$ cat config.mk
export PLATFORM = sky130hd
export DESIGN_NAME = record_log_append_planner
export DESIGN_NICKNAME = d
export VERILOG_FILES = /design/src/rtl/core/rlap_pkg.sv /design/src/rtl/core/record_log_append_planner.sv /design/src/rtl/core/rlap_ctrl.sv /design/src/rtl/core/rlap_dp.sv
export SDC_FILE = /design/constraint.sdc
export NUM_CORES = 1
export LEC_CHECK = 0
export BUFFER_PORTS_ARGS = -buffer_cell sky130_fd_sc_hd__buf_2
export CORE_UTILIZATION = 68
export CTS_CLUSTER_SIZE = 30
export DETAILED_ROUTE_END_ITERATION = 10
export MAX_ROUTING_LAYER = met4
export PLACE_DENSITY = 0.95
export SKIP_CTS_REPAIR_TIMING = 1
export SLEW_MARGIN = 20
export SYNTH_ARGS = -nofsm -noshare
export SYNTH_HDL_FRONTEND = slang
export SYNTH_SLANG_ARGS = --single-unit
$ cat constraint.sdc
create_clock -name clk -period 8.1 [get_ports clk]
set_input_delay 0.81 -clock clk [delete_from_list [all_inputs] [get_ports clk]]
set_output_delay 0.81 -clock clk [all_outputs]
set_load 0.02 [all_outputs]
$ cat src/rtl/core/rlap_pkg.sv
// ----------------------------------------------------------------------------
// rlap_pkg
// Shared types and constants of the record log append planner: request and
// result structs, operation codes, register indexes and controller links.
// ----------------------------------------------------------------------------
package rlap_pkg;

  // field widths
  localparam int ADDR_W    = 24;
  localparam int COUNT_W   = 12;
  localparam int PS_W      = 10;
  localparam int RB_W      = 13;
  localparam int CFG_IDX_W = 3;
  localparam int CAT_W     = 2;

  localparam logic [COUNT_W-1:0] COUNT_MAX = '1;

  // operation codes
  typedef enum logic [1:0] {
    OP_APPEND = 2'd0,
    OP_READ   = 2'd1,
    OP_SET    = 2'd2,
    OP_CLEAR  = 2'd3
  } op_t;

  // category codes
  localparam logic [CAT_W-1:0] CAT_FAULT = 2'd0;
  localparam logic [CAT_W-1:0] CAT_ALARM = 2'd1;
  localparam logic [CAT_W-1:0] CAT_GAS   = 2'd2;
  localparam logic [CAT_W-1:0] CAT_OTHER = 2'd3;

  // register indexes
  localparam logic [CFG_IDX_W-1:0] REG_FAULT_BASE  = 3'd0;
  localparam logic [CFG_IDX_W-1:0] REG_ALARM_BASE  = 3'd1;
  localparam logic [CFG_IDX_W-1:0] REG_GAS_BASE    = 3'd2;
  localparam logic [CFG_IDX_W-1:0] REG_OTHER_BASE  = 3'd3;
  localparam logic [CFG_IDX_W-1:0] REG_PS_MAIN     = 3'd4;
  localparam logic [CFG_IDX_W-1:0] REG_PS_ALARM    = 3'd5;
  localparam logic [CFG_IDX_W-1:0] REG_RECORD_SIZE = 3'd6;

  // register reset values
  localparam logic [ADDR_W-1:0] RST_FAULT_BASE  = 24'd0;
  localparam logic [ADDR_W-1:0] RST_ALARM_BASE  = 24'd16384;
  localparam logic [ADDR_W-1:0] RST_GAS_BASE    = 24'd36864;
  localparam logic [ADDR_W-1:0] RST_OTHER_BASE  = 24'd53248;
  localparam logic [PS_W-1:0]   RST_PS_MAIN     = 10'd500;
  localparam logic [PS_W-1:0]   RST_PS_ALARM    = 10'd400;
  localparam logic [RB_W-1:0]   RST_RECORD_SIZE = 13'd8;

  // request and result payloads
  typedef struct packed {
    op_t                operation;
    logic [CAT_W-1:0]   category;
    logic [COUNT_W-1:0] new_count;
  } in_req_t;

  typedef struct packed {
    logic [ADDR_W-1:0]  write_addr;
    logic               compact;
    logic [COUNT_W-1:0] count_out;
    logic               status;
  } out_rsp_t;

  // controller to datapath commands
  typedef struct packed {
    logic load;
    logic cap;
    logic prep;
    logic div_step;
    logic mul_q;
    logic mul_r;
  } dp_cmd_t;

  // datapath to controller status
  typedef struct packed {
    logic is_append;
  } dp_sts_t;

endpackage

$ cat src/rtl/core/record_log_append_planner.sv
// ----------------------------------------------------------------------------
// record_log_append_planner
// Keeps record counts of four flash log categories and plans the flash
// address of each appended record, flagging when the oldest sector is dropped.
// ----------------------------------------------------------------------------
//  channel   ports                              handshake
//  request   start, busy, in_data               start && !busy
//  result    out_valid, out_data                one-cycle strobe, no stall
//  config    cfg_valid, cfg_ready, cfg_index,   cfg_valid && cfg_ready
//            cfg_data
//
//  an append strobes its result after capture, prep, the 12-step
//  bit-serial divide by records per sector and the two products;
//  read, set and clear go from prep straight to the strobe
//  busy stays high through the strobe cycle, so the next request is
//  taken only once the block is back in idle
//  synchronous active-low reset restores register defaults and zero counts
//  cfg_ready is always high; results are taken the cycle they appear
// ----------------------------------------------------------------------------
module record_log_append_planner #(
  parameter int SECTORS_MAIN  = 4,
  parameter int SECTORS_ALARM = 5,
  parameter int SECTOR_BYTES  = 4096
) (
  input  logic                           clk,
  input  logic                           rst_n,
  input  logic                           start,
  output logic                           busy,
  input  rlap_pkg::in_req_t              in_data,
  output logic                           out_valid,
  output rlap_pkg::out_rsp_t             out_data,
  input  logic                           cfg_valid,
  output logic                           cfg_ready,
  input  logic [rlap_pkg::CFG_IDX_W-1:0] cfg_index,
  input  logic [rlap_pkg::ADDR_W-1:0]    cfg_data
);
  import rlap_pkg::*;

  dp_cmd_t cmd;
  dp_sts_t sts;

  assign cfg_ready = 1'b1;

  // sequencer
  rlap_ctrl u_ctrl (
    .clk       (clk),
    .rst_n     (rst_n),
    .start     (start),
    .sts       (sts),
    .cmd       (cmd),
    .busy      (busy),
    .out_valid (out_valid)
  );

  // datapath
  rlap_dp #(
    .SECTORS_MAIN  (SECTORS_MAIN),
    .SECTORS_ALARM (SECTORS_ALARM),
    .SECTOR_BYTES  (SECTOR_BYTES)
  ) u_dp (
    .clk       (clk),
    .rst_n     (rst_n),
    .cmd       (cmd),
    .sts       (sts),
    .in_data   (in_data),
    .out_data  (out_data),
    .cfg_we    (cfg_valid && cfg_ready),
    .cfg_index (cfg_index),
    .cfg_data  (cfg_data)
  );

endmodule

$ cat src/rtl/core/rlap_ctrl.sv
// ----------------------------------------------------------------------------
// rlap_ctrl
// Sequencer of the planner: steps a request through capacity lookup, count
// update and, for an append, a bit-serial divide and the two address products.
// ----------------------------------------------------------------------------
module rlap_ctrl (
  input  logic             clk,
  input  logic             rst_n,
  input  logic             start,
  input  rlap_pkg::dp_sts_t sts,
  output rlap_pkg::dp_cmd_t cmd,
  output logic             busy,
  output logic             out_valid
);
  import rlap_pkg::*;

  localparam int STEP_W = $clog2(COUNT_W);
  localparam logic [STEP_W-1:0] LAST_STEP = STEP_W'(COUNT_W - 1);

  typedef enum logic [6:0] {
    ST_IDLE = 7'b0000001,
    ST_CAP  = 7'b0000010,
    ST_PREP = 7'b0000100,
    ST_DIV  = 7'b0001000,
    ST_MULQ = 7'b0010000,
    ST_MULR = 7'b0100000,
    ST_RESP = 7'b1000000
  } state_t;

  state_t             state_r, state_nxt;
  logic [STEP_W-1:0]  step_r, step_nxt;

  // next state
  always_comb begin
    state_nxt = state_r;
    step_nxt  = step_r;
    unique case (state_r)
      ST_IDLE: begin
        if (start) state_nxt = ST_CAP;
      end
      ST_CAP:  state_nxt = ST_PREP;
      ST_PREP: begin
        step_nxt  = '0;
        state_nxt = sts.is_append ? ST_DIV : ST_RESP;
      end
      ST_DIV: begin
        step_nxt = step_r + STEP_W'(1);
        if (step_r == LAST_STEP) state_nxt = ST_MULQ;
      end
      ST_MULQ: state_nxt = ST_MULR;
      ST_MULR: state_nxt = ST_RESP;
      ST_RESP: state_nxt = ST_IDLE;
      default: state_nxt = ST_IDLE;
    endcase
  end

  // state registers
  always_ff @(posedge clk) begin
    if (!rst_n) begin
      state_r <= ST_IDLE;
      step_r  <= '0;
    end else begin
      state_r <= state_nxt;
      step_r  <= step_nxt;
    end
  end

  // command decode
  always_comb begin
    cmd.load     = (state_r == ST_IDLE) && start;
    cmd.cap      = (state_r == ST_CAP);
    cmd.prep     = (state_r == ST_PREP);
    cmd.div_step = (state_r == ST_DIV);
    cmd.mul_q    = (state_r == ST_MULQ);
    cmd.mul_r    = (state_r == ST_MULR);
  end

  assign busy      = (state_r != ST_IDLE);
  assign out_valid = (state_r == ST_RESP);

endmodule

$ cat src/rtl/core/rlap_dp.sv
// ----------------------------------------------------------------------------
// rlap_dp
// Datapath of the planner: configuration registers, the four record counts,
// a restoring divider by records per sector and the address accumulator.
// ----------------------------------------------------------------------------
module rlap_dp #(
  parameter int SECTORS_MAIN  = 4,
  parameter int SECTORS_ALARM = 5,
  parameter int SECTOR_BYTES  = 4096
) (
  input  logic                             clk,
  input  logic                             rst_n,
  input  rlap_pkg::dp_cmd_t                cmd,
  output rlap_pkg::dp_sts_t                sts,
  input  rlap_pkg::in_req_t                in_data,
  output rlap_pkg::out_rsp_t               out_data,
  input  logic                             cfg_we,
  input  logic [rlap_pkg::CFG_IDX_W-1:0]   cfg_index,
  input  logic [rlap_pkg::ADDR_W-1:0]      cfg_data
);
  import rlap_pkg::*;

  localparam int SEC_MAX = (SECTORS_MAIN > SECTORS_ALARM) ? SECTORS_MAIN : SECTORS_ALARM;
  localparam int SEC_W   = $clog2(SEC_MAX + 1);
  localparam int CAP_W   = SEC_W + PS_W;
  localparam int SB_W    = $clog2(SECTOR_BYTES + 1);
  localparam logic [SEC_W-1:0] SEC_MAIN_L  = SEC_W'(SECTORS_MAIN);
  localparam logic [SEC_W-1:0] SEC_ALARM_L = SEC_W'(SECTORS_ALARM);
  localparam logic [SB_W-1:0]  SB_L        = SB_W'(SECTOR_BYTES);

  // configuration registers
  logic [ADDR_W-1:0] fault_base_r, alarm_base_r, gas_base_r, other_base_r;
  logic [PS_W-1:0]   ps_main_r, ps_alarm_r;
  logic [RB_W-1:0]   rec_bytes_r;

  // working registers
  in_req_t            req_r;
  logic [PS_W-1:0]    ps_r;
  logic [COUNT_W-1:0] cap_r;
  logic [COUNT_W-1:0] cnt_r;
  logic [COUNT_W-1:0] quo_r;
  logic [PS_W-1:0]    rem_r;
  logic [ADDR_W-1:0]  acc_r;
  out_rsp_t           rsp_r;
  logic [COUNT_W-1:0] counts_r [4];

  // per sector count and capacity of the captured category
  logic [PS_W-1:0]    ps_sel;
  logic [SEC_W-1:0]   sec_sel;
  logic [CAP_W-1:0]   cap_prod;
  logic [COUNT_W-1:0] cap_nxt;

  always_comb begin
    ps_sel  = (req_r.category == CAT_ALARM) ? ps_alarm_r : ps_main_r;
    if (ps_sel == '0) ps_sel = PS_W'(1);
    sec_sel  = (req_r.category == CAT_ALARM) ? SEC_ALARM_L : SEC_MAIN_L;
    cap_prod = CAP_W'(sec_sel) * CAP_W'(ps_sel);
    cap_nxt  = (cap_prod > CAP_W'(COUNT_MAX)) ? COUNT_MAX : COUNT_W'(cap_prod);
  end

  // base address of the captured category
  logic [ADDR_W-1:0] base_sel;

  always_comb begin
    unique case (req_r.category)
      CAT_FAULT: base_sel = fault_base_r;
      CAT_ALARM: base_sel = alarm_base_r;
      CAT_GAS:   base_sel = gas_base_r;
      CAT_OTHER: base_sel = other_base_r;
      default:   base_sel = other_base_r;
    endcase
  end

  // append count after a possible compaction
  logic [COUNT_W-1:0] cur_cnt;
  logic               full;
  logic [COUNT_W-1:0] app_cnt;

  always_comb begin
    cur_cnt = counts_r[req_r.category];
    full    = (cur_cnt >= cap_r);
    if (!full) begin
      app_cnt = cur_cnt;
    end else if (cap_r >= COUNT_W'(ps_r)) begin
      app_cnt = cap_r - COUNT_W'(ps_r);
    end else begin
      app_cnt = '0;
    end
  end

  // one divide step
  logic [PS_W:0] rem_sh;
  logic          rem_ge;

  always_comb begin
    rem_sh = {rem_r, quo_r[COUNT_W-1]};
    rem_ge = (rem_sh >= {1'b0, ps_r});
  end

  // sector and slot offsets
  logic [COUNT_W+SB_W-1:0] q_prod;
  logic [PS_W+RB_W-1:0]    r_prod;

  assign q_prod = (COUNT_W+SB_W)'(quo_r) * (COUNT_W+SB_W)'(SB_L);
  assign r_prod = (PS_W+RB_W)'(rem_r) * (PS_W+RB_W)'(rec_bytes_r);

  // configuration writes
  always_ff @(posedge clk) begin
    if (!rst_n) begin
      fault_base_r <= RST_FAULT_BASE;
      alarm_base_r <= RST_ALARM_BASE;
      gas_base_r   <= RST_GAS_BASE;
      other_base_r <= RST_OTHER_BASE;
      ps_main_r    <= RST_PS_MAIN;
      ps_alarm_r   <= RST_PS_ALARM;
      rec_bytes_r  <= RST_RECORD_SIZE;
    end else if (cfg_we) begin
      unique case (cfg_index)
        REG_FAULT_BASE:  fault_base_r <= cfg_data;
        REG_ALARM_BASE:  alarm_base_r <= cfg_data;
        REG_GAS_BASE:    gas_base_r   <= cfg_data;
        REG_OTHER_BASE:  other_base_r <= cfg_data;
        REG_PS_MAIN:     ps_main_r    <= cfg_data[PS_W-1:0];
        REG_PS_ALARM:    ps_alarm_r   <= cfg_data[PS_W-1:0];
        REG_RECORD_SIZE: rec_bytes_r  <= cfg_data[RB_W-1:0];
        default: ;
      endcase
    end
  end

  // record counts
  always_ff @(posedge clk) begin
    if (!rst_n) begin
      for (int i = 0; i < 4; i++) counts_r[i] <= '0;
    end else if (cmd.prep) begin
      case (req_r.operation)
        OP_SET:   counts_r[req_r.category] <= (req_r.new_count > cap_r) ? cap_r
                                                                        : req_r.new_count;
        OP_CLEAR: for (int i = 0; i < 4; i++) counts_r[i] <= '0;
        default: ;
      endcase
    end else if (cmd.mul_r) begin
      counts_r[req_r.category] <= cnt_r + COUNT_W'(1);
    end
  end

  // request processing
  always_ff @(posedge clk) begin
    if (cmd.load) begin
      req_r <= in_data;
    end
    if (cmd.cap) begin
      ps_r  <= ps_sel;
      cap_r <= cap_nxt;
    end
    if (cmd.prep) begin
      rsp_r.write_addr <= '0;
      rsp_r.compact    <= (req_r.operation == OP_APPEND) && full;
      rsp_r.status     <= (req_r.operation == OP_SET) && (req_r.new_count > cap_r);
      cnt_r            <= app_cnt;
      quo_r            <= app_cnt;
      rem_r            <= '0;
      acc_r            <= base_sel;
      unique case (req_r.operation)
        OP_APPEND: ;
        OP_READ:   rsp_r.count_out <= cur_cnt;
        OP_SET:    rsp_r.count_out <= (req_r.new_count > cap_r) ? cap_r
                                                                : req_r.new_count;
        OP_CLEAR:  rsp_r.count_out <= '0;
        default: ;
      endcase
    end
    if (cmd.div_step) begin
      quo_r <= {quo_r[COUNT_W-2:0], rem_ge};
      rem_r <= rem_ge ? PS_W'(rem_sh - {1'b0, ps_r}) : PS_W'(rem_sh);
    end
    if (cmd.mul_q) begin
      acc_r <= acc_r + ADDR_W'(q_prod);
    end
    if (cmd.mul_r) begin
      rsp_r.write_addr <= acc_r + ADDR_W'(r_prod);
      rsp_r.count_out  <= cnt_r + COUNT_W'(1);
    end
  end

  assign sts.is_append = (req_r.operation == OP_APPEND);
  assign out_data      = rsp_r;

endmodule

After elaboration in Yosys (flattened, before gate mapping)
Memories as Yosys holds them, arrays and structs flattened. A register that Yosys moved wholly into a read port is not among the register bits.
Index checks and enable logic that the tools add are counted.
{"block": "totals", "out_inout_bits": 41, "reg_bits": 274, "memories": 1, "elab_cells": 130, "rom_bits": 0, "ramBits": 48, "inputBits": 47, "latchBits": 0}
{"memory": "u_dp.counts_r", "depth": 4, "width": 12, "rd": 1, "rd_clocked_by_memory_dff": 1, "wr": 4, "line": "rlap_dp.sv:45", "rtl": "logic [COUNT_W-1:0] counts_r [4];"}
{"block": "op_classes", "shifts": 0, "n_lt_le_gt_ge": 5, "muxes": 45, "reduce_logical": 21, "div": 0, "addsub": 6, "n_mul": 2, "n_bitwise": 5, "n_eq_ne": 23}
{"cell": "two-way mux 12 bit", "count": 12}
{"cell": "case mux 24 bit (4 select lines)", "count": 1}
{"cell": "two-way mux 24 bit", "count": 3}
{"cell": "two-way mux 10 bit", "count": 5}
{"cell": "case mux 7 bit (6 select lines)", "count": 1}
{"cell": "two-way mux 38 bit", "count": 1}
{"cell": "case mux 12 bit (3 select lines)", "count": 1}
{"cell": "adder 24 x 23 -> 24 bit", "count": 1}
{"cell": "adder 24 bit", "count": 1}
{"cell": "multiplier 10 x 13 -> 23 bit", "count": 1}
{"cell": "two-way mux 7 bit", "count": 3}
{"cell": "AND reduction 2 bit", "count": 9}
{"cell": "two-way mux 1 bit", "count": 15}
{"cell": "> comparator 13 x 12 -> 1 bit (second input constant)", "count": 1}
{"cell": "multiplier 3 x 10 -> 13 bit", "count": 1}
{"cell": "adder 12 x 1 -> 12 bit (second input constant)", "count": 1}
{"cell": "greater-or-equal comparator 12 x 10 -> 1 bit", "count": 1}
{"cell": "greater-or-equal comparator 12 bit", "count": 1}
{"cell": "> comparator 12 bit", "count": 1}
{"cell": "OR reduction 12 bit", "count": 1}
{"cell": "subtractor 12 x 10 -> 12 bit", "count": 1}
{"cell": "greater-or-equal comparator 11 x 10 -> 1 bit", "count": 1}
{"cell": "zero test 10 bit", "count": 1}
{"cell": "subtractor 10 bit", "count": 1}
{"cell": "25 further kinds", "count": 42}

Logic depth before layout (Yosys ltp)
Gate-level depths: netlist of the first run.
{"block": "depth", "word_depth": 8, "mapped_depth": 20}

Modules after synthesis
From an unflattened synthesis of the first run, not the netlist that was laid out.
{"block": "hier_totals", "cells_unflattened": 2183, "area_unflattened_um2": 21121.5}
{"module": "rlap_dp", "cells_per_inst": 2097, "area_per_inst_um2": 20364.5, "instances": 1, "seq_area_each_um2": 8087.8}
{"module": "rlap_ctrl", "cells_per_inst": 84, "area_per_inst_um2": 745.7, "instances": 1, "seq_area_each_um2": 220.2}
{"module": "record_log_append_planner", "cells_per_inst": 2, "area_per_inst_um2": 11.3, "instances": 1, "seq_area_each_um2": 0.0}

Worst setup path after synthesis of the first run
No wires, ideal clock.
{"block": "synth_timing", "path_kind": "reg2reg", "from": "register u_dp.rem_r[3]", "to": "register u_dp.rsp_r (netlist bit u_dp.out_data[36]) (data pin)", "t_arrival_ps": 5304, "synth_period_minus_slack_ps": 5570, "stages_incl_launch_ff": 21, "setup_slack_ps": 2530, "required_time_ps": 7834, "path_cell_list": "edfxtp_1 -> clkbuf_1 -> nand2_1 -> fa_1 -> inv_1 -> fa_1 -> inv_1 -> fa_1 -> inv_1 -> fa_1 -> inv_1 -> fa_1 -> inv_1 -> ha_1 -> o2111ai_1 -> nor2_1 -> a2111oi_1 -> o31ai_1 -> o31ai_1 -> xor2_1 -> nor2_1"}
{"block": "synth_via", "elab_chain_cells": 3}
{"item": "start: declaration", "line": "rlap_dp.sv:42", "rtl": "logic [PS_W-1:0] rem_r;"}
{"item": "start signal: assignment", "line": "rlap_dp.sv:175", "rtl": "rem_r <= rem_ge ? PS_W'(rem_sh - {1'b0, ps_r}) : PS_W'(rem_sh);"}
{"item": "multiplier 10 x 13 -> 23 bit", "line": "rlap_dp.sv:105", "rtl": "assign r_prod = (PS_W+RB_W)'(rem_r) * (PS_W+RB_W)'(rec_bytes_r);"}
{"item": "adder 24 x 23 -> 24 bit", "line": "rlap_dp.sv:181", "rtl": "rsp_r.write_addr <= acc_r + ADDR_W'(r_prod);"}
{"item": "two-way mux 24 bit", "line": "rlap_dp.sv:180", "rtl": "if (cmd.mul_r) begin"}
{"item": "end: declaration", "line": "rlap_dp.sv:44", "rtl": "out_rsp_t rsp_r;"}
No other way between the ends.
A chain may end at the register's enable or synchronous reset.

Worst setup path after layout of the first run
{"block": "layout_timing", "from": "register u_dp.rem_r[6]", "to": "register u_dp.rsp_r (netlist bit u_dp.out_data[36]) (data pin)"}
Same word-level chain as after synthesis.

==> results of run 1 <==
## worst max-delay path, cell delays in order (launching register included)
cell	delay, ps
edfxtp_1	600
and2_1	280
fa_1	530
inv_1	50
fa_1	480
inv_1	60
fa_1	500
fa_1	540
inv_1	60
fa_1	540
inv_1	50
ha_1	350
o2111ai_1	210
nor2_1	110
a2111oi_1	820
o31ai_1	250
o31ai_1	290
xor2_1	170
nor2_1	60
## synth_stat cells, types with 4 or more instances
| library cell | number | area share, % |
|---|---|---|
| nand2_1 | 386 | 6.9 |
| inv_1 | 216 | 3.9 |
| edfxtp_1 | 182 | 26 |
| a21oi_1 | 152 | 3.6 |
| dfxtp_1 | 142 | 14 |
| ha_1 | 136 | 8.1 |
| fa_1 | 113 | 11 |
| nor2_1 | 100 | 1.8 |
| and2_1 | 85 | 2.5 |
| clkbuf_1 | 84 | 1.5 |
| nor3_1 | 56 | 1.3 |
| o21ai_0 | 56 | 1.3 |
| nand3_1 | 40 | 0.96 |
| mux2_2 | 36 | 1.9 |
| mux4_2 | 36 | 3.9 |
| xnor2_1 | 29 | 1.2 |
| a21o_1 | 21 | 0.75 |
| nand2b_1 | 20 | 0.60 |
| xor2_1 | 20 | 0.84 |
| o31ai_1 | 17 | 0.61 |
| nor2b_1 | 16 | 0.48 |
| mux2i_1 | 15 | 0.72 |
| a211oi_1 | 14 | 0.50 |
| a22oi_1 | 13 | 0.47 |
| o21a_1 | 12 | 0.43 |
| a22o_1 | 11 | 0.46 |
| nand4_1 | 10 | 0.30 |
| and3_1 | 9 | 0.27 |
| nor3_2 | 8 | 0.38 |
| o21bai_1 | 7 | 0.25 |
| a21boi_0 | 5 | 0.18 |
| nor4_1 | 5 | 0.15 |
| a31oi_1 | 4 | 0.12 |
| buf_1 | 4 | 0.072 |
| buf_2 | 4 | 0.096 |
| or2_2 | 4 | 0.12 |
| or3_1 | 4 | 0.12 |
## area by class of cell
cell class              instances  area [µm²]
clock inverters                14         148
fillers                      1920        7200
well taps                     390         488
multi-input cells            1490       11400
flip-flops and latches        324        8310
inverters                     217         821
diodes                          1        2.50
repair buffers                100         536
clock buffers                  51        1020
## stage by stage
step	worst slack (ps)	utilization, %	cell area [µm²]
2_1_floorplan	2530	-	20900
3_3_place_gp	2060	72.0	21600
3_5_place_dp	1980	72.0	21600
4_1_cts	1970	75.9	22700
5_1_grt	1560	76.0	22800
6_report	1910	76.0	22800
## metal layers
layer / GRT usage, % / vias up
met4: 12.8 / 0
met3: 7.52 / 170
met1: 47.5 / 7927
met2: 57.6 / 1010
li1: - / 7337
met5: - / -
## registers in the layout, summed over array words and instances (netlist names), 12 cells and up, named ones only
| signal | flops |
|---|---|
| u_dp.counts_r | 48 |
| u_dp.out_data | 38 |
| u_dp.acc_r | 24 |
| u_dp.alarm_base_r | 24 |
| u_dp.fault_base_r | 24 |
| u_dp.gas_base_r | 24 |
| u_dp.other_base_r | 24 |
| u_dp.req_r | 16 |
| u_dp.rec_bytes_r | 13 |
| u_dp.cap_r | 12 |
| u_dp.cnt_r | 12 |
| u_dp.quo_r | 12 |
## cells by family after synthesis
family / after synthesis
flip-flops: 324
buffers and inverters: 312
adder cells (fa/ha/maj): 249
multiplexers: 87
AND/OR/NAND/NOR: 763
XOR/XNOR: 49
other: 1
AO/OA/AOI/OAI: 341
## cells in the final DEF, fill, tap and decap left out, types with 4 or more instances in the layout
cell,instances
nand2_1,385
inv_1,215
edfxtp_1,182
a21oi_1,151
dfxtp_1,142
ha_1,136
fa_1,113
nor2_1,100
buf_2,86
and2_1,85
o21ai_0,55
nor3_1,54
nand3_1,40
clkbuf_16,38
mux4_2,36
mux2_2,36
xnor2_1,29
a21o_1,21
nand2b_1,20
xor2_1,20
o31ai_1,17
nor2b_1,16
mux2i_1,15
a211oi_1,14
buf_4,14
a22oi_1,13
o21a_1,12
a22o_1,11
clkbuf_1,11
nand4_1,10
and3_1,9
nor3_2,8
o21bai_1,7
nor4_1,5
a21boi_0,5
or3_1,4
or2_2,4
inv_4,4
## where the power goes
group | leakage (nW) | switching [mW] | internal, mW
registers | 2.85 | 0.0478 | 1.79
logic | 6.07 | 0.488 | 0.339
clock network | 0.571 | 0.685 | 0.953
## worst max-delay path by stage
| stage | startpoint | endpoint | slack, ps |
|---|---|---|---|
| floorplan | u_dp.rem_r[3] | u_dp.out_data[36] | 2530 |
| global placement | u_dp.rem_r[6] | u_dp.out_data[36] | 2060 |
| detailed placement | u_dp.rem_r[6] | u_dp.out_data[36] | 1980 |
| CTS | u_dp.rem_r[6] | u_dp.out_data[36] | 1970 |
| global route | u_dp.rem_r[6] | u_dp.out_data[36] | 1560 |
| finish | u_dp.rem_r[6] | u_dp.out_data[36] | 1910 |
==> run metrics, run 1 <==
outcome=complete, no violations; Post-synth ARST share=0%; H-tree levels=2; cts bufs inserted=36; Seq/Total Area, Yosys=39.8%; clock-pin slew on the worst setup and hold paths=60 ps; reg2reg path depth=18; Sink Count=324; Worst-Skew Late Latency=520 ps; area grow syn2layout=8.90%; Crit Path Max Fanout=15; Yosys warnings=0; number of max-cap violations=0; wire length on met3=5.90 mm; simple-gate share of the synthesized area=16.8%; CP Capture Type=flip-flop; Setup CP Type=flip-flop to flip-flop; Post-synth EDFFs=182; vias in the first global route=16.4k; largest net degree at the start of global routing=67; via count=16.4k; RR Startpoint=u_dp.rem_r[6]; post-route insts no fill=2587; Die Area=31400 µm²; met2 wire length=25.3 mm; peak supply drop=238 µV; hpwl dp=39.3 mm; Nets=2465; final count of pins violating max slew=0; Final Total Pwr=4.31 mW; final clock skew=9.01 ps; uppermost layer routed=met4; cells after synthesis=2126; multiplexer share of the synthesized area=6.54%; initial antenna violation count=0; Yosys cell types=73; fin crit share=76.4%; Post-Synth Adder-Cell Area=19.0%; XOR/XNOR share of the synthesized area=2.05%; Mapped Nets=2422; Power Dens Cells=189 nW/µm²; flop-to-flop setup slack=1910 ps; Hold Path Stages=2; crit start category=flip-flop; Mapped Avg Cell Area=9.83 µm²; root buffer cell=clkbuf_16; Hold Fails Final Rpt=0; global-route wire length before repair=86.3 mm; Main synth FF type=edfxtp_1; min-delay worst type=flip-flop to flip-flop; Core ar.=30000 µm²; Die Y=177 µm; Max Clock Freq=161 MHz; row count=63; final hold slack=455 ps; DR WL/cell=21.0 µm; reg2reg end=u_dp.out_data[36]; min-delay src=u_dp.other_base_r[0]; Via density=6.36; placed cell count=2521; met1 wire length=21.4 mm; largest family of logic cells by synthesized area=adder cells; CTS tree=yes; final setup vio count=0; Total GRT Usage=36.7%; I/O Pins=88; critical path arrival=6450 ps; RSZ-0062 raised after global routing=no; LEAKAGE=9.49 nW; GRT overflow=0; TritonRoute pass-1 iters=6; Placer Congestion=0.983; drt total wl=54.4 mm; DRC=0; Tightest Pin Transition=1160 ps; Req. time, crit path=8360 ps; minimum clock period=6190 ps; Max-slew headroom=22.4%; Synth Area in Compound Gates=10.1%; Initial Util=69.8%; Antenna Violating Nets Remaining=0; setup total negative slack=0 ps; Detailed Route Iter0 Violations=1994; clk buf depth=3; Port-buffer cells=86; Seq cells post-synth=324; share of cells above drive strength 1=11.5%; Die Wd=177 µm; cell area after synthesis=20900 µm²; Worst Hold End=u_dp.other_base_r[0]
(Power assumes the default switching activity.)
==> inputs of run 2 (changes only) <==
- CORE_UTILIZATION: 68 -> 63
- PLACE_DENSITY: 0.95 -> 0.92
- clock period: 8.1 -> 5.8 ns (I/O delays scaled with it)
==> run 2 against run 1 <==
Effect of this change:
- die area is 7.8% higher
- fmax is 11% higher
- cell count is 2.7% higher
- worst hold slack worse by 240 ps
- wire length is 1.1% higher
- sequential power is 40% higher
- sequential cell count stayed put
- design area is 0.78% higher
- largest cell class unchanged
==> run metrics, run 2 (synthesized netlist as in run 1, its figures left out) <==
DR WL/cell=20.7 µm; Placed Area=21800 µm²; via count=16.5k; largest net degree at the start of global routing=122; crit-path leading delay family=adder cells; share of cells above drive strength 1=12.7%; Total GRT Usage=34.2%; Core ar.=32600 µm²; max reg flops=48; final clock skew=16.8 ps; peak supply drop=259 µV; Buf+Inv Stages, Crit Path=5; clock-pin slew on the worst setup and hold paths=60 ps; number of fill cells=2228; Initial Util=64.1%; final instance area=22900 µm²; DRC=0; final setup vio count=0; initial antenna violation count=1; sequential cell area=8310 µm²; Worst-Skew Late Latency=540 ps; Switch Pwr=1.71 mW; Comb pwr share=20.0%; Sw Ratio=28.8%; crit path cell chain=buf_4 -> nand2_1 -> fa_1 -> inv_1 -> fa_1 -> ha_1 -> fa_1 -> inv_1 -> fa_1 -> inv_1 -> ha_1 -> o2111ai_1 -> nor2_1 -> a2111oi_2 -> buf_4 -> o31ai_1 -> o31ai_1 -> xor2_1 -> nor2_1; Clk pwr share=36.7%; drt total wl=55.0 mm; Die Wd=184 µm; Max-slew headroom=21.4%; most common cell after layout, fill and taps aside=nand2_1; Placer Congestion=0.990; Seq pwr share=43.3%; Sink Count=324; vias in the first global route=16.5k; LEAKAGE=9.56 nW; CP Capture Type=flip-flop; TritonRoute pass-1 iters=6; minimum clock period=5600 ps; Via density=6.23; critical path arrival=5880 ps; Tightest Pin Transition=1180 ps; Req. time, crit path=6080 ps; Detailed Route Iter0 Violations=2016; min-delay worst type=input pin to flip-flop; global-route wire length before repair=87.2 mm; GRT overflow=0; root buffer cell=clkbuf_16; Setup CP Type=flip-flop to flip-flop; hpwl dp=39.6 mm; outcome=complete, no violations; H-tree levels=2; final count of pins violating max slew=0; Crit Path Max Fanout=9; RSZ-0062 raised after global routing=no; setup total negative slack=0 ps; Max Clock Freq=178 MHz; CTS tree=yes; I/O Pins=88; area grow syn2layout=9.76%; Die Y=184 µm; Die Area=33900 µm²; critical path's slowest cell=fa_1; cts bufs inserted=35; most frequent cells in the layout=nand2_1, inv_1, edfxtp_1; Hold Fails Final Rpt=0; Antenna Violating Nets Remaining=0; Nets=2486; clk buf depth=3; highest cell delay on the worst timing path=540 ps; row count=66; crit start category=flip-flop; fin crit share=96.6%; Port-buffer cells=86; Power Dens Cells=259 nW/µm²; area of the multi-input gates=11400 µm²; Biggest register=u_dp.counts_r; most used cell, CP=fa_1; Pint=4.22 mW; number of max-cap violations=0
==> run 2: cell count changes in the layout (fill, tap and decap cells not counted), moves of 2 or more <==
cell | before | now
buf_4 | 14 | 35
clkbuf_1 | 11 | 7
clkbuf_16 | 38 | 36
dfxtp_1 | 142 | 137
dfxtp_2 | 0 | 5
inv_4 | 4 | 2
inv_6 | 0 | 3
==> run 2: per-stage QoR <==
step                      hold slack [ps]  util, %  setup slack, ps  cells  power, mW
after floorplan                       433        -              230   2126       3.44
after global placement                438     66.7              308   2590       3.69
after detailed placement              444     66.7              137   2590       3.76
after CTS                             203     70.1             92.3   2651       5.91
after global routing                  201     70.3             8.70   2657       6.16
final                                 216     70.3              197   2657       5.93
==> run 2: final cells by class <==
type,instances,area share [%]
antenna,1,0.0109
clock inverter,15,0.562
tap,442,2.41
multi-input combinational,1490,49.9
timing repair buffer,122,3.07
clock buffer,46,4.22
inverter,217,3.58
sequential,324,36.3
==> run 2: per-layer routing <==
layer / vias to the layer above / share of wire (%) / global-route usage, %
li1: 7368 / - / -
met1: 7952 / 39 / 44.4
met2: 1036 / 47 / 54.1
met3: 193 / 11 / 6.26
met4: 0 / 3.5 / 11.7
met5: - / 0 / -
==> run 2: worst reg2reg max path, stage by stage (launching register included) <==
cell and delay (ps):
edfxtp_1 530, buf_4 190, nand2_1 70, fa_1 500, inv_1 60, fa_1 490, ha_1 330, fa_1 530
inv_1 50, fa_1 540, inv_1 50, ha_1 340, o2111ai_1 360, nor2_1 130, a2111oi_2 380, buf_4 190
o31ai_1 100, o31ai_1 290, xor2_1 170, nor2_1 50
==> run 2: path summary, 6_finish.rpt <==
| kind | startpoint | to | slack (ps) | cells after the start |
|---|---|---|---|---|
| setup / recovery | u_dp.rem_r[1] | u_dp.out_data[36] | 200 | 19 |
| hold / removal | in_data[14] | u_dp.req_r[14] | 220 | 1 |
| setup reg to reg | u_dp.rem_r[1] | u_dp.out_data[36] | 200 | 19 |
| hold reg to reg | u_dp.gas_base_r[14] | u_dp.gas_base_r[14] | 450 | 2 |
==> run 2: power by group through the flow <==
stage / clock network (mW) / registers [mW] / logic (mW)
final: 2.18 / 2.57 / 1.19
after global routing: 2.28 / 2.57 / 1.31
after CTS: 2.19 / 2.56 / 1.16
after detailed placement: 0 / 2.61 / 1.14
after global placement: 0 / 2.61 / 1.09
after floorplan: 0 / 2.58 / 0.859
